===== config.mk =====
export PLATFORM = sky130hd
export DESIGN_NAME = spi_slave_ring_threshold
export DESIGN_NICKNAME = d
export VERILOG_FILES = /design/src/hw/rtl/ssrt_pkg.sv /design/src/hw/rtl/ssrt_ring.sv /design/src/hw/rtl/spi_slave_ring_threshold.sv
export SDC_FILE = /design/constraint.sdc
export NUM_CORES = 2
export LEC_CHECK = 0
export ABC_AREA = 1
export BUFFER_PORTS_ARGS = -buffer_cell sky130_fd_sc_hd__buf_2
export CAP_MARGIN = 15
export CORE_ASPECT_RATIO = 2
export CORE_UTILIZATION = 60
export CTS_BUF_LIST = sky130_fd_sc_hd__clkbuf_8
export DETAILED_ROUTE_END_ITERATION = 8
export PLACE_DENSITY_LB_ADDON = 0.05
export RECOVER_POWER = 100
export SLEW_MARGIN = 10
export SYNTH_ARGS = -nofsm -noshare
export SYNTH_HDL_FRONTEND = slang
export SYNTH_SLANG_ARGS = --single-unit

===== constraint.sdc =====
create_clock -name clk -period 7.95 [get_ports clk]
set_input_delay 1.1925 -clock clk [delete_from_list [all_inputs] [get_ports clk]]
set_output_delay 1.1925 -clock clk [all_outputs]
set_load 0.01 [all_outputs]

===== src/hw/rtl/ssrt_pkg.sv =====
`timescale 1ns / 1ps

package ssrt_pkg;

	localparam int RING_DEPTH_DEF  = 256;
	localparam int CAPTURE_MAX_DEF = 4096;
	localparam int CFG_INDEX_W     = 3;

	// Request opcodes.
	localparam logic [1:0] OP_PUSH  = 2'd0;
	localparam logic [1:0] OP_XCHG  = 2'd1;
	localparam logic [1:0] OP_START = 2'd2;

	// Configuration register indexes.
	localparam logic [CFG_INDEX_W-1:0] CFG_ROUND_LENGTH      = 3'd0;
	localparam logic [CFG_INDEX_W-1:0] CFG_CAPTURE_TARGET    = 3'd1;
	localparam logic [CFG_INDEX_W-1:0] CFG_COMPARE_THRESHOLD = 3'd2;
	localparam logic [CFG_INDEX_W-1:0] CFG_FILL_BYTE         = 3'd3;
	localparam logic [CFG_INDEX_W-1:0] CFG_BULK_ENABLE       = 3'd4;
	localparam logic [CFG_INDEX_W-1:0] CFG_CAPTURE_ENABLE    = 3'd5;

	typedef struct packed {
		logic [1:0] opcode;
		logic [7:0] data_byte;
	} cmd_t;

	typedef struct packed {
		logic [7:0]  tx_byte;
		logic        tx_underflow;
		logic        push_accepted;
		logic        capture_valid;
		logic [11:0] capture_index;
		logic [7:0]  capture_byte;
		logic        gpio_updated;
		logic        gpio_level;
		logic        round_done;
		logic [7:0]  ring_used;
	} res_t;

	typedef struct packed {
		logic push;
		logic pop;
	} ring_op_t;

	typedef struct packed {
		logic       has_room;
		logic       has_data;
		logic [7:0] used_after;
	} ring_status_t;

endpackage


===== src/hw/rtl/ssrt_ring.sv =====
`timescale 1ns / 1ps

module ssrt_ring #(
	parameter int RING_DEPTH = ssrt_pkg::RING_DEPTH_DEF
) (
	input  logic                   clk,
	input  logic                   arst_n,
	input  logic                   en,
	input  ssrt_pkg::ring_op_t     op,
	input  logic [7:0]             wdata,
	output ssrt_pkg::ring_status_t status,
	output logic [7:0]             rdata
);
	import ssrt_pkg::*;

	localparam int PW = $clog2(RING_DEPTH);
	localparam int CW = (PW + 1 > 8) ? PW + 1 : 8;
	localparam logic [PW:0]   DEPTH = (PW + 1)'(RING_DEPTH);
	localparam logic [PW-1:0] LAST  = PW'(RING_DEPTH - 1);

	logic [PW-1:0] head_q;
	logic [PW-1:0] tail_q;
	logic [7:0]    mem [RING_DEPTH];
	logic [PW:0]   count;
	logic [PW:0]   count_after;
	logic [CW-1:0] count_after_x;

	always_comb begin
		if (head_q >= tail_q) begin
			count = {1'b0, head_q} - {1'b0, tail_q};
		end else begin
			count = DEPTH - ({1'b0, tail_q} - {1'b0, head_q});
		end
		count_after = count + (PW + 1)'(op.push) - (PW + 1)'(op.pop);
		count_after_x = CW'(count_after);
		status.has_room = count < DEPTH - 1'b1;
		status.has_data = count != '0;
		status.used_after = (count_after_x > CW'(255)) ? 8'hFF : count_after_x[7:0];
	end

	always_ff @(posedge clk or negedge arst_n) begin
		if (!arst_n) begin
			head_q <= '0;
			tail_q <= '0;
		end else if (en) begin
			if (op.push) begin
				head_q <= (head_q == LAST) ? '0 : head_q + 1'b1;
			end
			if (op.pop) begin
				tail_q <= (tail_q == LAST) ? '0 : tail_q + 1'b1;
			end
		end
	end

	// The read at the tail is taken on every advance; the pop decision only
	// moves the pointer.
	always_ff @(posedge clk) begin
		if (en && op.push) begin
			mem[head_q] <= wdata;
		end
		if (en) begin
			rdata <= mem[tail_q];
		end
	end

`ifndef NO_ASSERTIONS
	a_push_room: assert property (@(posedge clk) disable iff (!arst_n)
		en && op.push |-> status.has_room)
		else $error("ring push while full");

	a_pop_data: assert property (@(posedge clk) disable iff (!arst_n)
		en && op.pop |-> status.has_data)
		else $error("ring pop while empty");

	a_push_count: assert property (@(posedge clk) disable iff (!arst_n)
		en && op.push && !op.pop |=> count == $past(count) + 1'b1)
		else $error("ring count did not follow push");
`endif

endmodule


===== src/hw/rtl/spi_slave_ring_threshold.sv =====
`timescale 1ns / 1ps
// Channel | Direction | Handshake              | Payload
// cmd     | in        | cmd_valid / cmd_ready  | cmd (opcode, data_byte)
// res     | out       | res_valid / res_ready  | res (one result per request)
// cfg     | in        | cfg_valid / cfg_ready  | cfg_index, cfg_data
//
// One request per cycle sustained while results are taken; after its request is accepted,
// a result passes the input register, ring read stage and output register in that order.
// The ring memory read at the tail is registered, so the window shift and threshold
// compare run in the stage after the ring pointers move.
// All stages advance together whenever the output register is empty or being taken;
// a stalled result holds the whole pipe. cfg_ready is always high.
// arst_n clears pointers, counters, flags and configuration; ring contents are not cleared.

module spi_slave_ring_threshold #(
	parameter int RING_DEPTH  = ssrt_pkg::RING_DEPTH_DEF,
	parameter int CAPTURE_MAX = ssrt_pkg::CAPTURE_MAX_DEF
) (
	input  logic                             clk,
	input  logic                             arst_n,
	input  logic                             cmd_valid,
	output logic                             cmd_ready,
	input  ssrt_pkg::cmd_t                   cmd,
	output logic                             res_valid,
	input  logic                             res_ready,
	output ssrt_pkg::res_t                   res,
	input  logic                             cfg_valid,
	output logic                             cfg_ready,
	input  logic [ssrt_pkg::CFG_INDEX_W-1:0] cfg_index,
	input  logic [31:0]                      cfg_data
);
	import ssrt_pkg::*;

	localparam int OW = $clog2(CAPTURE_MAX + 1);
	localparam int LW = (OW > 13) ? OW : 13;

	typedef struct packed {
		logic        xchg;
		logic        underflow;
		logic        push_ok;
		logic        cvalid;
		logic [11:0] cindex;
		logic [7:0]  cbyte;
		logic        tx_done;
		logic        done;
		logic [7:0]  used;
	} round_ctrl_t;

	// Configuration
	logic [7:0]  round_length_q;
	logic [12:0] capture_target_q;
	logic [31:0] threshold_q;
	logic [7:0]  fill_byte_q;
	logic        bulk_q;
	logic        capt_en_q;

	// Round state
	logic [7:0]    sent_count_q;
	logic [OW-1:0] offset_q;
	logic          done_q;
	logic [31:0]   window_q;
	logic          pin_q;

	// Pipeline
	logic          advance;
	logic          valid_s1;
	cmd_t          cmd_s1;
	logic          valid_s2;
	round_ctrl_t   ctrl_s2;
	logic          res_valid_q;
	res_t          res_q;

	logic          fire_s1;
	logic          fire_s2;
	logic          is_push;
	logic          is_xchg;
	logic          is_start;
	ring_op_t      ring_op;
	ring_status_t  ring_status;
	logic [7:0]    ring_rdata;

	logic [LW-1:0] target_x;
	logic [LW-1:0] limit;
	logic [LW-1:0] offset_x;
	logic [LW-1:0] offset_next_x;
	logic          capture;
	logic [7:0]    count_inc;
	logic          tx_done;
	logic          rx_done;
	logic          done_next;
	round_ctrl_t   ctrl_s1;

	logic [7:0]    tx_s2;
	logic [31:0]   mask;
	logic [31:0]   win_shift;
	logic          pin_next;
	res_t          res_next;

	assign advance   = !res_valid_q || res_ready;
	assign cmd_ready = advance;
	assign fire_s1   = advance && valid_s1;
	assign fire_s2   = advance && valid_s2;
	assign cfg_ready = 1'b1;
	assign res_valid = res_valid_q;
	assign res       = res_q;

	always_ff @(posedge clk or negedge arst_n) begin
		if (!arst_n) begin
			round_length_q   <= '0;
			capture_target_q <= '0;
			threshold_q      <= '0;
			fill_byte_q      <= '0;
			bulk_q           <= 1'b0;
			capt_en_q        <= 1'b0;
		end else if (cfg_valid) begin
			unique case (cfg_index)
				CFG_ROUND_LENGTH:      round_length_q   <= cfg_data[7:0];
				CFG_CAPTURE_TARGET:    capture_target_q <= cfg_data[12:0];
				CFG_COMPARE_THRESHOLD: threshold_q      <= cfg_data;
				CFG_FILL_BYTE:         fill_byte_q      <= cfg_data[7:0];
				CFG_BULK_ENABLE:       bulk_q           <= cfg_data[0];
				CFG_CAPTURE_ENABLE:    capt_en_q        <= cfg_data[0];
				default: ;
			endcase
		end
	end

	// Stage 1: ring pointers, capture offset, sent count and done flag.
	always_comb begin
		is_push  = cmd_s1.opcode == OP_PUSH;
		is_xchg  = cmd_s1.opcode == OP_XCHG;
		is_start = cmd_s1.opcode == OP_START;

		ring_op.push = fire_s1 && is_push && ring_status.has_room;
		ring_op.pop  = fire_s1 && is_xchg && bulk_q && ring_status.has_data;

		target_x = LW'(capture_target_q);
		limit    = (target_x > LW'(CAPTURE_MAX)) ? LW'(CAPTURE_MAX) : target_x;
		offset_x = LW'(offset_q);
		capture  = is_xchg && capt_en_q && (offset_x < limit);
		offset_next_x = capture ? offset_x + 1'b1 : offset_x;

		count_inc = (sent_count_q != 8'hFF) ? sent_count_q + 1'b1 : sent_count_q;
		tx_done   = is_xchg && (round_length_q != '0) && (count_inc >= round_length_q);
		rx_done   = (limit != '0) && (offset_next_x >= limit);

		if (is_start) begin
			done_next = 1'b0;
		end else if (is_xchg) begin
			done_next = done_q || tx_done || rx_done;
		end else begin
			done_next = done_q;
		end

		ctrl_s1.xchg      = is_xchg;
		ctrl_s1.underflow = is_xchg && !(bulk_q && ring_status.has_data);
		ctrl_s1.push_ok   = is_push && ring_status.has_room;
		ctrl_s1.cvalid    = capture;
		ctrl_s1.cindex    = capture ? offset_x[11:0] : 12'd0;
		ctrl_s1.cbyte     = capture ? cmd_s1.data_byte : 8'd0;
		ctrl_s1.tx_done   = tx_done;
		ctrl_s1.done      = done_next;
		ctrl_s1.used      = ring_status.used_after;
	end

	ssrt_ring #(
		.RING_DEPTH(RING_DEPTH)
	) u_ring (
		.clk   (clk),
		.arst_n(arst_n),
		.en    (advance),
		.op    (ring_op),
		.wdata (cmd_s1.data_byte),
		.status(ring_status),
		.rdata (ring_rdata)
	);

	// Stage 2: window shift and threshold compare on the byte actually sent.
	always_comb begin
		tx_s2 = ctrl_s2.underflow ? fill_byte_q : ring_rdata;
		case (round_length_q)
			8'd0, 8'd1: mask = 32'h0000_00FF;
			8'd2:       mask = 32'h0000_FFFF;
			8'd3:       mask = 32'h00FF_FFFF;
			default:    mask = 32'hFFFF_FFFF;
		endcase
		win_shift = {window_q[23:0], tx_s2} & mask;
		pin_next  = ctrl_s2.tx_done ? (win_shift > (threshold_q & mask)) : pin_q;

		res_next.tx_byte       = ctrl_s2.xchg ? tx_s2 : 8'd0;
		res_next.tx_underflow  = ctrl_s2.underflow;
		res_next.push_accepted = ctrl_s2.push_ok;
		res_next.capture_valid = ctrl_s2.cvalid;
		res_next.capture_index = ctrl_s2.cindex;
		res_next.capture_byte  = ctrl_s2.cbyte;
		res_next.gpio_updated  = ctrl_s2.tx_done;
		res_next.gpio_level    = pin_next;
		res_next.round_done    = ctrl_s2.done;
		res_next.ring_used     = ctrl_s2.used;
	end

	always_ff @(posedge clk or negedge arst_n) begin
		if (!arst_n) begin
			valid_s1     <= 1'b0;
			valid_s2     <= 1'b0;
			res_valid_q  <= 1'b0;
			sent_count_q <= '0;
			offset_q     <= '0;
			done_q       <= 1'b0;
			window_q     <= '0;
			pin_q        <= 1'b0;
		end else if (advance) begin
			valid_s1    <= cmd_valid;
			valid_s2    <= valid_s1;
			res_valid_q <= valid_s2;
			if (valid_s1) begin
				done_q   <= done_next;
				offset_q <= is_start ? '0 : OW'(offset_next_x);
				if (is_xchg) begin
					sent_count_q <= tx_done ? 8'd0 : count_inc;
				end
			end
			if (valid_s2 && ctrl_s2.xchg) begin
				window_q <= ctrl_s2.tx_done ? 32'd0 : win_shift;
				pin_q    <= pin_next;
			end
		end
	end

	always_ff @(posedge clk) begin
		if (advance) begin
			cmd_s1  <= cmd;
			ctrl_s2 <= ctrl_s1;
			res_q   <= res_next;
		end
	end

`ifndef NO_ASSERTIONS
	a_round_end_clears: assert property (@(posedge clk) disable iff (!arst_n)
		fire_s1 && tx_done |=> sent_count_q == 8'd0)
		else $error("sent count not cleared at round end");

	a_start_clears: assert property (@(posedge clk) disable iff (!arst_n)
		fire_s1 && is_start |=> !done_q && offset_q == '0)
		else $error("start did not clear done flag and capture offset");

	a_update_needs_length: assert property (@(posedge clk) disable iff (!arst_n)
		fire_s2 && ctrl_s2.tx_done |-> round_length_q != '0 && ctrl_s2.done)
		else $error("round ended without a round length or done flag");
`endif

endmodule

======== Yosys cells after proc, flatten, opt, wreduce, memory -nomap -nowiden ========
Memories as Yosys holds them, arrays and structs flattened. A register that Yosys moved wholly into a read port is not among the register bits.
Cells that the tools add are included.
W data, S select, Z words.
storage, ports and cells
  memories ................................ 1
  logic and storage cells ................. 125
  memory bits (read-only) ................. 0
  output and inout port bits .............. 45
  bits in latches ......................... 0
  bits of input ports ..................... 50
  bits in registers ....................... 215
  RAM bits ................................ 2048
memories
  memory      words  bits a word  rd ports  clocked after Yosys merged registers in  wr ports  RTL line         text
  u_ring.mem  256    8            1         1                                        1         ssrt_ring.sv:23  logic [7:0] mem [RING_DEPTH];
operators by class
  bitwise operators ....................... 2
  mux-type cells .......................... 16
  eq/ne operators ......................... 13
  magnitude comparators ................... 8
  reduce and logical (&&, ||, !) cells .... 39
  add/sub/neg operators ................... 9
  divide/modulo/power cells ............... 0
  shifts and indexed selects .............. 0
  multiply operators ...................... 0
operators with widths
  operator                 count
  $pmux W32 S3             1
  $and A32 B32 Y32         2
  $mux W8                  5
  $mux W13                 3
  $gt A32 B32 Y1           1
  $add A8 B1 Y8 const B    3
  $mux W24                 1
  $reduce_and A2 Y1        10
  $sub A8 B8 Y9            2
  $eq A8 B2 Y1 const B     2
  $eq A8 B8 Y1 const B     2
  $ge A8 B8 Y1             2
  $logic_and A1 B1 Y1      16
  $add A13 B1 Y13 const B  1
  $ge A13 B13 Y1           1
  $gt A13 B13 Y1 const B   1
  $lt A13 B13 Y1           1
  $reduce_bool A13 Y1      1
  $add A9 B1 Y9            1
  $gt A9 B8 Y1 const B     1
  $lt A9 B8 Y1 const B     1
  $mux W9                  1
  $reduce_bool A9 Y1       1
  $sub A9 B1 Y9            1
  17 further kinds         26

======== Longest topological paths before layout ========
  word-level depth ........................ 10
  gate-level depth with buffers ........... 30
  mapped depth without buffers ............ 28

======== Cells and area by module ========
A second synthesis with hierarchy kept.
unflattened totals
  cells, all modules ...................... 9239
  area total of the unflattened synthesis .. 98121.6 µm²
modules (own cells, without submodules)
  module                    area each (µm²)  sequential area each (µm²)  instances  cells an instance
  ssrt_ring                 88283.4          62139.6                     1          8220
  spi_slave_ring_threshold  9838.2           5410.2                      1          1019

======== Least setup slack after synthesis ========
OpenSTA, ideal clock, no wires.
  kind .................................... register to register
  start point ............................. register u_ring.tail_q[2]
  end point ............................... register ctrl_s2[0] in the netlist's numbering, data pin
  setup time .............................. 275 ps
  path buffers ............................ 4
  data arrival time ....................... 4789 ps
  slack ................................... 2886 ps
  period minus slack after synthesis ...... 5064 ps
  required time ........................... 7675 ps
  stages on the path, launching flop included .. 30
  cell sequence ........................... dfrtp_1 buf_2 inv_1 clkbuf_1 clkbuf_1 ha_1 a21o_1 nand3_1 nand3_2 nand3_1 nand2_1 xor2_1 inv_1 ha_1 nand4_1 o21ai_0 nor2_1 nand3_2 inv_4 buf_8 ha_1 inv_1 fa_1 o21ai_0 nand3_1 nand2_1 a21oi_1 o21bai_1 xnor2_1 nand2_1
between the ends
  word-level cells in the longest chain between the ends .. 8
  elaborated cells between the ends (all ways) .. 12
  classes of those cells .................. add/sub (5); order compare (3); mux (1); reduce/logical (3)
RTL lines
  element                   RTL line                         text
  start: declaration        ssrt_ring.sv:22                  logic [PW-1:0] tail_q;
  start signal: assignment  ssrt_ring.sv:50                  tail_q <= (tail_q == LAST) ? '0 : tail_q + 1'b1;
  $sub A8 B8 Y9             ssrt_ring.sv:32                  count = DEPTH - ({1'b0, tail_q} - {1'b0, head_q});
  $sub A9 B9 Y9             ssrt_ring.sv:32
  $mux W9 (*)               ssrt_ring.sv:29                  if (head_q >= tail_q) begin
  $lt A9 B8 Y1              ssrt_ring.sv:36                  status.has_room = count < DEPTH - 1'b1;
  $logic_and A1 B1 Y1       spi_slave_ring_threshold.sv:134  ring_op.push = fire_s1 && is_push && ring_status.has_room;
  $add A9 B1 Y9             ssrt_ring.sv:34                  count_after = count + (PW + 1)'(op.push) - (PW + 1)'(op.pop);
  $sub A9 B1 Y9 (*)         ssrt_ring.sv:34
  $gt A9 B8 Y1              ssrt_ring.sv:38                  status.used_after = (count_after_x > CW'(255)) ? 8'hFF : count_after_x[7:0];
  end signal: assignment    spi_slave_ring_threshold.sv:233  ctrl_s2 <= ctrl_s1;
  end: declaration          spi_slave_ring_threshold.sv:69   round_ctrl_t ctrl_s2;
Mark *: on every way between the ends. The rest lies on a longest branch, timed or not.
A chain may end at the register's enable or synchronous reset.

======== Final worst setup path ========
  start point ............................. register cmd_s1[2] in the netlist's numbering
  end point ............................... memory u_ring.mem[217][2], data pin
RTL lines
  element                   RTL line                         text
  start: declaration        spi_slave_ring_threshold.sv:67   cmd_t cmd_s1;
  start signal: assignment  spi_slave_ring_threshold.sv:232  cmd_s1 <= cmd;
  end: declaration          ssrt_ring.sv:23
No word-level cell before the write port.

==> key figures <==
CTS
  • Post-CTS Repair Setup Buffers: 0
  • Post-CTS Resized: 0
  • Root buffer cell: clkbuf_8
  • Worst-Skew Late Latency: 940 ps
  • H-Tree Depth: 5
  • Reg clk slew, reported paths: roughly 60 ps
  • Max Root-Sink Buffers: 4
  • Hold_buf cts: 0
  • TritonCTS clock tree: yes
  • CTS buffer count: 314
  • CTS Sinks: ~2300

Yosys
  • Syn Nets: about 9000
  • Ys flop type: edfxtp_1
  • Post-synth EDFFs: 2142
  • Commonest cells in the netlist: nand2_1, edfxtp_1, nor2_1, nand3_1, o21ai_0
  • Leading area contributor after synthesis: edfxtp_1
  • Synthesis Warnings: 0
  • Yosys reg bits: between 2000 and 2500
  • Cell with the most instances after synthesis: nand2_1
  • Post-synthesis sequential area ratio: about 70%
  • Share of the synthesized area in the top cell type: around 66%
  • Syn Area/Cell: ~11 µm²
  • Post-Syn Area: ~97000 µm²
  • Mapped Cells: 8946
  • Distinct cells, synth: 51
  • Largest cells by area after synthesis: edfxtp_1, nand2_1, nor2_1
  • Ys async rst share: ~5.7%

Route
  • DR vias: 66000
  • Remaining antenna violation count after routing: 0
  • Number of remaining DRC errors: 0
  • Drt initial violations: ~6500
  • Total wire length: 278000 µm
  • Vias per Instance: roughly 6
  • Routed len/inst: roughly 25 µm
  • TritonRoute pass-1 iters: 8

Cells and area
  • Finished Layout Cells: roughly 11000
  • Post-layout util: about two thirds
  • Area growth, synth to finish: 7.66%
  • Layout Nets: slightly above 9000
  • Layout cells sized above 1: 6.39%

Setup path
  • CP peak stage delay: 4770 ps
  • Worst path required time: around 8500 ps
  • Reg2reg end: u_ring.mem[217][2]
  • Critical path peak fanout: 138
  • R2R cell count: 2
  • Critical path launch point type: flop
  • Slowest cell on the critical path: dlymetal6s4s_1
  • Crit path DAT: roughly 7800 ps
  • Cell breakdown of the critical path: dlymetal6s4s_1 > buf_4
  • Crit end category: flop
  • Crit path kind: reg2reg
  • FF-to-FF setup slack: 780 ps
  • FF-to-FF Start: cmd_s1[2]

STA
  • Final worst-path cycle share: around nine tenths
  • Final setup vio count: 0
  • Slew @ Worst Pin: 7070 ps
  • Final WS setup: a little under 800 ps
  • FMAX: 139 MHz
  • RSZ-0062 raised after global routing: false
  • Setup TNS: 0 ps
  • WHS: 421 ps
  • Final Hold Viols: 0
  • Relative slew slack: -371%
  • Fin crit period: just over 7000 ps
  • Clock skew: 42.8 ps
  • Slew Limit Fails: 2036

Status
  • Status: complete, but fails checks
  • Failing checks: capacitance limit, slew limit

Global routing
  • Gr usage total: around a third
  • Antenna violations before repair: 6
  • Vias in the first global route: approximately 66000
  • Congestion Overflow GR: 0
  • First-pass GRT wire length: between 400000 and 500000 µm
  • Largest net degree at the start of global routing: roughly 230

Place
  • Port-buffer cells: 93
  • Routability cong.: a little under 1
  • Worst slack, placed: 1790 ps
  • Cell total after placement: between 10000 and 15000
  • DPL Wire Length: 167000 µm

Floorplanning
  • Die Ht: between 500 and 600 µm
  • Num ports: 95
  • Initial Util: roughly three fifths
  • Cell Rows: between 200 and 250
  • Die Wd: ~290 µm
  • Core area: 161000 µm²
  • Die area: 164000 µm²

Job
  • Number of max-cap violations: 37

Pwr
  • LEAKAGE: about 40 nW
  • Max VDD drop: about 0.3 mV
  • Cell Pwr Density: 339 nW/µm²

Worst hold path
  • Hold Path End: res[16]
  • Min-delay worst type: reg2reg
  • Worst hold start: ctrl_s2[15]
  • Cells on Worst Hold Path: 0
logic make-up (layout without fill, tap and decap cells):
| logic type | Yosys count | after routing | synth area share, % |
|---|---|---|---|
| AO/OA/AOI/OAI | 970 | 970 | 5.25 |
| XOR/XNOR | 35 | 35 | 0.315 |
| adder cells (fa/ha/maj) | 98 | 98 | 1.28 |
| buffers and inverters | 1082 | 1349 | 4.81 |
| flip-flops | 2271 | 2271 | 69.5 |
| multiplexers | 20 | 20 | 0.230 |
| other | 1 | 5 | 0.00386 |
| AND/OR/NAND/NOR | 4469 | 4469 | 18.6 |
where the power goes:
group | leakage (nW) | total [mW] | internal (mW) | switching (mW)
Sequential | 21.0 | 14.5 | 14.0 | 0.421
Combinational | 15.3 | 12.0 | 3.18 | 8.78
Clock | 3.39 | 9.02 | 4.66 | 4.36
Total | 39.8 | 35.4 | 21.9 | 13.6
placed cells by master, fill, tap and decap left out, drive strengths merged, types with 26 or more instances in the layout:
cell	n
edfxtp	2142
nand2	2185
nor2	1442
dfrtp	129
a21oi	142
nor3	76
inv	661
xor2	30
clkinv	112
o21ai	721
clkbuf	428
or2	27
nand3	697
bufinv	26
o211ai	64
ha	96
buf	103
critical path, delay by kind of cell (launching register included):
family / cells / cell delay, ps
buffers and inverters: 2 / 6010
DFF: 1 / 310
layout make-up:
| type | count | area [µm²] |
|---|---|---|
| Multi-Input combinational cell | 5593 | 24800 |
| Clock inverter | 228 | 1670 |
| Tap cell | 2100 | 2630 |
| Antenna cell | 4 | 10.0 |
| Sequential cell | 2271 | 67600 |
| Fill cell | 12600 | 56000 |
| Clock buffer | 325 | 4470 |
| Inverter | 587 | 2240 |
| Timing Repair Buffer | 209 | 1210 |
stage by stage:
step           instance area [µm²]  power (mW)
6_report                    105000        35.4
5_1_grt                     105000        37.1
4_1_cts                     105000        35.4
3_5_place_dp                 98900        26.5
3_3_place_gp                 98900        26.4
2_1_floorplan                97200        22.6
sequential cells by signal, indices dropped and copies added (netlist names), 10 cells and up:
name and cells:
capture_target_q 13, cmd_s1 10, ctrl_s2 34, offset_q 13, res 42, threshold_q 32, u_ring.mem 2048, window_q 24
metal layers:
metal / routed length, µm / vias to the layer above / part of all wire [%] / track usage (%)
met3: 18600 / 867 / 6.7 / 4.65
li1: - / 30300 / - / -
met5: 20 / - / 0.0072 / 0
met4: 20700 / 2 / 7.5 / 24.1
met2: 143000 / 3100 / 51 / 59.6
met1: 95800 / 31800 / 34 / 37.6
how the worst max path moves through the flow:
stage / from / end / slack, ps / depth (start not counted)
after floorplan: u_ring.tail_q[2] / ctrl_s2[0] / 2890 / 29
after global placement: u_ring.tail_q[2] / ctrl_s2[6] / 1880 / 25
after CTS: u_ring.tail_q[2] / ctrl_s2[6] / 1780 / 25
after detailed placement: u_ring.tail_q[2] / ctrl_s2[6] / 1790 / 25
after global routing: cmd_s1[2] / u_ring.mem[194][2] / 660 / 2
final: cmd_s1[2] / u_ring.mem[217][2] / 780 / 2
(Power assumes the default switching activity.)
